$ cat src/sequence_loss_reorder_tracker_core_defines.svh
// assertion macros used by the tracker controller
`ifndef SEQUENCE_LOSS_REORDER_TRACKER_CORE_DEFINES_SVH
`define SEQUENCE_LOSS_REORDER_TRACKER_CORE_DEFINES_SVH

// condition implies consequence in the same cycle
`define SLRT_ASSERT_IMP(label, clk, rst_n, cond, cons, msg) \
  label: assert property (@(posedge clk) disable iff (!rst_n) (cond) |-> (cons)) \
    else $error(msg);

// condition implies consequence in the next cycle
`define SLRT_ASSERT_NEXT(label, clk, rst_n, cond, cons, msg) \
  label: assert property (@(posedge clk) disable iff (!rst_n) (cond) |=> (cons)) \
    else $error(msg);

`endif

$ cat src/slrt_pkg.sv
// package with shared types and constants of the tracker
package slrt_pkg;

  localparam int unsigned MAX_GAP_W   = 15;
  localparam int unsigned MAX_GAP_RST = 1000;
  localparam int unsigned CNT_W       = 32;
  localparam int unsigned TOTAL_W     = 17;

  typedef enum logic [2:0] {
    CLS_ON_TIME        = 3'd0,
    CLS_EARLY          = 3'd1,
    CLS_LATE_RECOVERED = 3'd2,
    CLS_LATE_DUPLICATE = 3'd3,
    CLS_UNREASONABLE   = 3'd4
  } arrival_class_e;

  typedef enum logic [1:0] {
    KIND_ON_TIME,
    KIND_EARLY,
    KIND_LATE,
    KIND_UNREAS
  } kind_e;

  typedef struct packed {
    logic accept;
    logic check;
    logic clr_wr;
    logic classify;
    logic fill_rd;
    logic fill_wr;
    logic prune_start;
    logic prune_rd;
    logic prune_wr;
    logic late_rd;
    logic late_wr;
    logic load_out;
  } slrt_cmd_t;

  typedef struct packed {
    logic  sender_diff;
    kind_e kind;
    logic  fill_last;
    logic  prune_need;
    logic  wcnt_last;
  } slrt_status_t;

endpackage

$ cat src/slrt_ctrl.sv
// controller: sequences clear, classify, fill, prune and late steps
`include "sequence_loss_reorder_tracker_core_defines.svh"

module slrt_ctrl (
  input  logic                   clk_i,
  input  logic                   rst_ni,
  input  logic                   in_valid_i,
  output logic                   in_ready_o,
  output logic                   out_valid_o,
  input  logic                   out_ready_i,
  input  slrt_pkg::slrt_status_t status_i,
  output slrt_pkg::slrt_cmd_t    cmd_o
);

  localparam logic [3:0] S_RST_CLR   = 4'd0;
  localparam logic [3:0] S_IDLE      = 4'd1;
  localparam logic [3:0] S_CHECK     = 4'd2;
  localparam logic [3:0] S_CHG_CLR   = 4'd3;
  localparam logic [3:0] S_CLASS     = 4'd4;
  localparam logic [3:0] S_FILL_RD   = 4'd5;
  localparam logic [3:0] S_FILL_WR   = 4'd6;
  localparam logic [3:0] S_PRUNE_CHK = 4'd7;
  localparam logic [3:0] S_PRUNE_RD  = 4'd8;
  localparam logic [3:0] S_PRUNE_WR  = 4'd9;
  localparam logic [3:0] S_LATE_RD   = 4'd10;
  localparam logic [3:0] S_LATE_WR   = 4'd11;
  localparam logic [3:0] S_RESULT    = 4'd12;

  logic [3:0] state_q, state_d;
  logic       out_valid_q, out_valid_d;

  always_comb begin
    state_d     = state_q;
    out_valid_d = out_valid_q && !out_ready_i;
    cmd_o       = '0;
    unique case (state_q)
      S_RST_CLR: begin
        cmd_o.clr_wr = 1'b1;
        if (status_i.wcnt_last) state_d = S_IDLE;
      end
      S_IDLE: begin
        if (in_valid_i) begin
          cmd_o.accept = 1'b1;
          state_d      = S_CHECK;
        end
      end
      S_CHECK: begin
        cmd_o.check = 1'b1;
        state_d     = status_i.sender_diff ? S_CHG_CLR : S_CLASS;
      end
      S_CHG_CLR: begin
        cmd_o.clr_wr = 1'b1;
        if (status_i.wcnt_last) state_d = S_CLASS;
      end
      S_CLASS: begin
        cmd_o.classify = 1'b1;
        unique case (status_i.kind)
          slrt_pkg::KIND_EARLY: state_d = S_FILL_RD;
          slrt_pkg::KIND_LATE:  state_d = S_LATE_RD;
          default:              state_d = S_RESULT;
        endcase
      end
      S_FILL_RD: begin
        cmd_o.fill_rd = 1'b1;
        state_d       = S_FILL_WR;
      end
      S_FILL_WR: begin
        cmd_o.fill_wr = 1'b1;
        state_d       = status_i.fill_last ? S_PRUNE_CHK : S_FILL_RD;
      end
      S_PRUNE_CHK: begin
        cmd_o.prune_start = 1'b1;
        state_d           = status_i.prune_need ? S_PRUNE_RD : S_RESULT;
      end
      S_PRUNE_RD: begin
        cmd_o.prune_rd = 1'b1;
        state_d        = S_PRUNE_WR;
      end
      S_PRUNE_WR: begin
        cmd_o.prune_wr = 1'b1;
        state_d        = status_i.wcnt_last ? S_RESULT : S_PRUNE_RD;
      end
      S_LATE_RD: begin
        cmd_o.late_rd = 1'b1;
        state_d       = S_LATE_WR;
      end
      S_LATE_WR: begin
        cmd_o.late_wr = 1'b1;
        state_d       = S_RESULT;
      end
      S_RESULT: begin
        if (!out_valid_q || out_ready_i) begin
          cmd_o.load_out = 1'b1;
          out_valid_d    = 1'b1;
          state_d        = S_IDLE;
        end
      end
      default: begin
        state_d = S_IDLE;
      end
    endcase
  end

  always_ff @(posedge clk_i or negedge rst_ni) begin
    if (!rst_ni) begin
      state_q     <= S_RST_CLR;
      out_valid_q <= 1'b0;
    end else begin
      state_q     <= state_d;
      out_valid_q <= out_valid_d;
    end
  end

  assign in_ready_o  = (state_q == S_IDLE);
  assign out_valid_o = out_valid_q;

  `SLRT_ASSERT_NEXT(a_accept_goes_busy, clk_i, rst_ni, in_valid_i && in_ready_o, state_q == S_CHECK, "accepted item did not start sender check")
  `SLRT_ASSERT_NEXT(a_result_loaded, clk_i, rst_ni, (state_q == S_RESULT) && !out_valid_q, out_valid_q && (state_q == S_IDLE), "finished item not presented")
  `SLRT_ASSERT_IMP(a_one_writer, clk_i, rst_ni, 1'b1, $onehot0({cmd_o.fill_wr, cmd_o.prune_wr, cmd_o.late_wr, cmd_o.clr_wr}), "two bitmap writers at once")

endmodule

$ cat config.mk
export PLATFORM = sky130hd
export DESIGN_NAME = slrt_ctrl
export DESIGN_NICKNAME = d
export VERILOG_FILES = /design/src/slrt_pkg.sv /design/src/slrt_ctrl.sv
export VERILOG_INCLUDE_DIRS = /design/src /design/src/src
export SDC_FILE = /design/constraint.sdc
export NUM_CORES = 1
export LEC_CHECK = 0
export BUFFER_PORTS_ARGS = -buffer_cell sky130_fd_sc_hd__buf_2
export CAP_MARGIN = 30
export CORE_AREA = 2 2 39 41
export DETAILED_ROUTE_END_ITERATION = 16
export DIE_AREA = 0 0 41 43
export GPL_ROUTABILITY_DRIVEN = 0
export PLACE_DENSITY_LB_ADDON = 0.25
export SLEW_MARGIN = 20
export SYNTH_ARGS = -nofsm -noshare
export SYNTH_HDL_FRONTEND = slang
export SYNTH_SLANG_ARGS = --single-unit
$ cat constraint.sdc
create_clock -name clk_i -period 1.3 [get_ports clk_i]
set_clock_uncertainty 0.05 [all_clocks]
set_input_delay 0.26 -clock clk_i [delete_from_list [all_inputs] [get_ports clk_i]]
set_output_delay 0.26 -clock clk_i [all_outputs]
set_load 0.1 [all_outputs]
## After elaboration in Yosys (flattened, before gate mapping)

Index checks and enable logic that the tools add are counted.

- $add $sub $neg: 0
- $mul: 0
- Div/mod/pow operators: 0
- $lt $le $gt $ge: 0
- Eq/ne operators: 18
- Shift operators: 0
- Muxes and demuxes: 26
- Bitwise gates (word level): 0
- Reduce and logical (&&, ||, !) cells: 7

Operators by type and width:

| kind | count |
|---|---|
| $pmux 4 s13 | 1 |
| $eq 4x4->1 const B | 5 |
| $eq 4x3->1 const B | 4 |
| $mux 1 | 16 |
| $mux 4 | 4 |
| $mux 3 | 3 |
| $eq 4x2->1 const B | 2 |
| $ne 2x2->1 const B | 4 |
| $pmux 4 s2 | 1 |
| $eq 4x1->1 const B | 1 |
| $logic_not 4->1 | 1 |
| $reduce_and 4->1 | 1 |
| $eq 2x1->1 const B | 1 |
| $eq 2x2->1 const B | 1 |
| $logic_not 1->1 | 2 |
| $mux 2 | 1 |
| $reduce_or 2->1 | 1 |
| $logic_and 1x1->1 | 1 |
| $logic_or 1x1->1 | 1 |

- Register bits after elaboration: 5
- Latch bits: 0
- Bits in writable memories: 0
- Memory bits (read-only): 0
- Input bits: 10
- Output and inout bits: 14
- Word-level logic and storage cells: 53
- Memories: 0

## Logic depth before layout (Yosys ltp)

- Depth after elaboration: 4
- Mapped depth: 5
- Gate-level depth less buffers: 4

## Least setup slack after synthesis

No wires, ideal clock.

- Path kind: reg-to-output
- Start: reg state_q[2]
- End: out cmd_o[4] (netlist name)
- Arrival time: 2.779 ns
- Data required time: 0.990 ns
- Slack: -1.789 ns
- Cell stages (with the launch flop): 4
- Buffers on the path: 1
- Path through: dfrtp_1 -> buf_2 -> nand2b_1 -> nor3_1

RTL lines:

| element | line | source |
|---|---|---|
| start, declared | slrt_ctrl.sv:29 | `logic [3:0] state_q, state_d;` |
| start signal, assigned | slrt_ctrl.sv:109 | `state_q <= state_d;` |
| end, declared | slrt_ctrl.sv:12 | `output slrt_pkg::slrt_cmd_t cmd_o` |

==> results_dict.tcl <==
set metrics [dict create \
    outcome "finished with violations" \
    failed_checks "setup timing" \
    dr.first_iter.drc_count 13 \
    clk_pin_slew_ns 0.05 \
    reg2reg_depth 5 \
    drv_slew 0 \
    fin_nets 119 \
    fin_util_pct 88.4 \
    max_slew.worst_pin.slew_ns 0.199 \
    start_util_pct 35.6 \
    syn_area_um2 493 \
    grt_max_degree 9 \
    placed_area_um2 1100 \
    post-route-drc-count 0 \
    clockBufferDepth 2 \
    yosysSeqAreaShare_pct 25.4 \
    crit_chain "buf_6, nor2_2, and3_4, buf_12" \
    hold_viol_final 0 \
    worst_hold_slack_ns 0.238 \
    layout-drive-gt1-share_pct 74.1 \
    syn_avg_cell_area_um2 7.95 \
    htree_levels 1 \
    crit_path_start_kind "flip-flop" \
    viasPerCell 5.57 \
    comb_power_share_pct 84.6 \
    powerDensity_nw_per_um2 2640 \
    antenna_left 0 \
    n_fill_cell 63 \
    drt-total-wl_um 2150 \
    coreArea_um2 1380 \
    p_switching_w 0.00172 \
    cts.sinks 5 \
    hold_depth 2 \
    period_share_pct 127 \
    max_freq_mhz 607 \
    netlist.area_leader.share_pct 25.4 \
    cp_max_fo 5 \
    post_synth_num_cell_types 30 \
    area_growth_pct 148 \
    fin_area_um2 1220 \
    grt_pass1_wl_um 3080 \
    path_delay_family "flip-flops" \
    die_x_um 41 \
    ys_top_cells_by_count "nor2_1 (12), nand2b_1 (6), a21oi_1 (5), dfrtp_1 (5)" \
    synth_edf_count 0 \
    hold_class "input port to flip-flop" \
    vdd_drop_max_uv 1430 \
    grt_setup_unrepaired "true" \
    layout.cells.non_filler 124 \
    critPathRequiredTime_ns 0.99 \
    power.leakage_nw 0.493 \
    grt_pass1_vias 651 \
    crit_cells 4 \
    ys_ff_latch 5 \
    die_area_um2 1760 \
    grtUsageTotal_pct 27.1 \
    clock_latency_ns 0.25 \
    synthTopCellsByArea "dfrtp_1 (25%), nor2_1 (9.1%), nand2b_1 (7.6%)" \
    p_int_w 0.00151 \
    wire_per_inst_um 17.4 \
    synth_cells 62 \
    dpl.hpwl_um 1440 \
    synth_area_leader_cell "dfrtp_1" \
    via_count 691 \
    pwr-share-clk_pct 5.7 \
    root_buffer "clkbuf_4" \
    port_buffers 23 \
    swShare_pct 53.3 \
    async_flop_share_pct 100 \
    fin_crit_ns 1.65 \
    ys.flop_type "dfrtp_1" \
    worstSetupEndpointType "primary output" \
    maxCapViolations 0 \
    slew_headroom_pct 86.7 \
    firstDrtPassIters 4 \
    arrival_ns 1.34 \
    pwr-share-seq_pct 9.7 \
    critical_path_class "flip-flop to primary output" \
    cts_tree "built" \
    synth_nets 72 \
    finalSetupViolCount 17 \
    yosys.cell_count.top_type "nor2_1" \
    yosysWarnings 0 \
    antenna_found_initial 0 \
    ios 24 \
    setup_slack_ns -0.349 \
    antenna_cells 0 \
    path_buf_inv 2 \
    numCtsBuffers 3 \
    grt-ovfl-total 0 \
    worst_path_max_delay_cell "dfrtp_1" \
    die_height_um 43 \
    max_stage_delay_ns 0.43 \
    rows 14 \
    dp_cells 113 \
    setup-tns-final_ns -4.41 \
]
## repair_timing
item | CTS | global route
setup buffers | 5 | 2
hold buffers | 1 | 0
gates resized for setup | 10 | 2
setup endpoints to repair | 16 | 17
cloned | 0 | 0
pin swaps | 5 | 9
endpoints found under the hold margin | 5 | 0
## cells by family after synthesis
family | after synthesis | share of synthesized area (%)
simple gates | 33 | 37.6
flops | 5 | 25.4
buf+inv | 5 | 6.60
compound gates | 19 | 30.5
## worst paths after layout
check	startpoint	endpoint	slack, ns
worst max register to register	state_q[0]	state_q[1]	-0.20
worst max-delay path	state_q[3]	cmd_o[9]	-0.35
max in group asynchronous	rst_ni	out_valid_o	0.73
min in group asynchronous	rst_ni	out_valid_o	0.32
worst min register to register	state_q[0]	out_valid_o	0.62
worst min-delay path	status_i[0]	state_q[1]	0.24
## registers in the layout, summed over array words and instances, names as in the netlist
signal       flops
state_q          4
out_valid_o      1
## power groups by stage
| stage | Sequential (W) | Combinational [W] | Clock, W |
|---|---|---|---|
| 2_1_floorplan | 0.000298 | 0.00164 | 0 |
| 3_3_place_gp | 0.000289 | 0.00244 | 0 |
| 6_report | 0.000312 | 0.00273 | 0.000183 |
| 4_1_cts | 0.000306 | 0.00265 | 0.000185 |
| 3_5_place_dp | 0.000295 | 0.00248 | 0 |
| 5_1_grt | 0.000319 | 0.00284 | 0.000209 |
## final cells by class
cell class	count	area (um^2)	area share, %
Clock buffer	3	22.5	1.84
Clock inverter	1	5.00	0.409
Inverter	1	3.75	0.307
Multi-Input combinational cell	52	508	41.5
Sequential cell	5	133	10.8
Tap cell	16	20.0	1.64
Timing Repair Buffer	46	532	43.5
## routing by layer
| metal | routed length (um) | up-vias | global-route usage (%) |
|---|---|---|---|
| met3 | 56 | 2 | 4.71 |
| met4 | 34 | 0 | 16.0 |
| met5 | 0 | - | 0 |
| met1 | 859 | 347 | 31.9 |
| met2 | 1200 | 21 | 43.1 |
| li1 | - | 321 | - |
## cells in the final DEF (no fill, tap or decap), types with 2 or more instances in the layout
cell / instances
nor2_2: 2
o32a_1: 2
a21oi_1: 5
buf_12: 15
o21ai_1: 2
dfrtp_2: 3
buf_6: 5
nand2b_4: 4
buf_4: 16
nand2b_1: 3
buf_2: 9
and3_4: 2
clkbuf_4: 3
o31a_1: 2
nor3_4: 2
nor2_4: 9
## metrics by stage
| step | setup WS [ns] | power [W] |
|---|---|---|
| after floorplan | -0.533 | 0.00194 |
| after global placement | -0.105 | 0.00273 |
| after detailed placement | -0.133 | 0.00278 |
| after CTS | -0.350 | 0.00314 |
| after global routing | -0.406 | 0.00337 |
| final | -0.349 | 0.00323 |
Power figures use the tool's default switching activity.
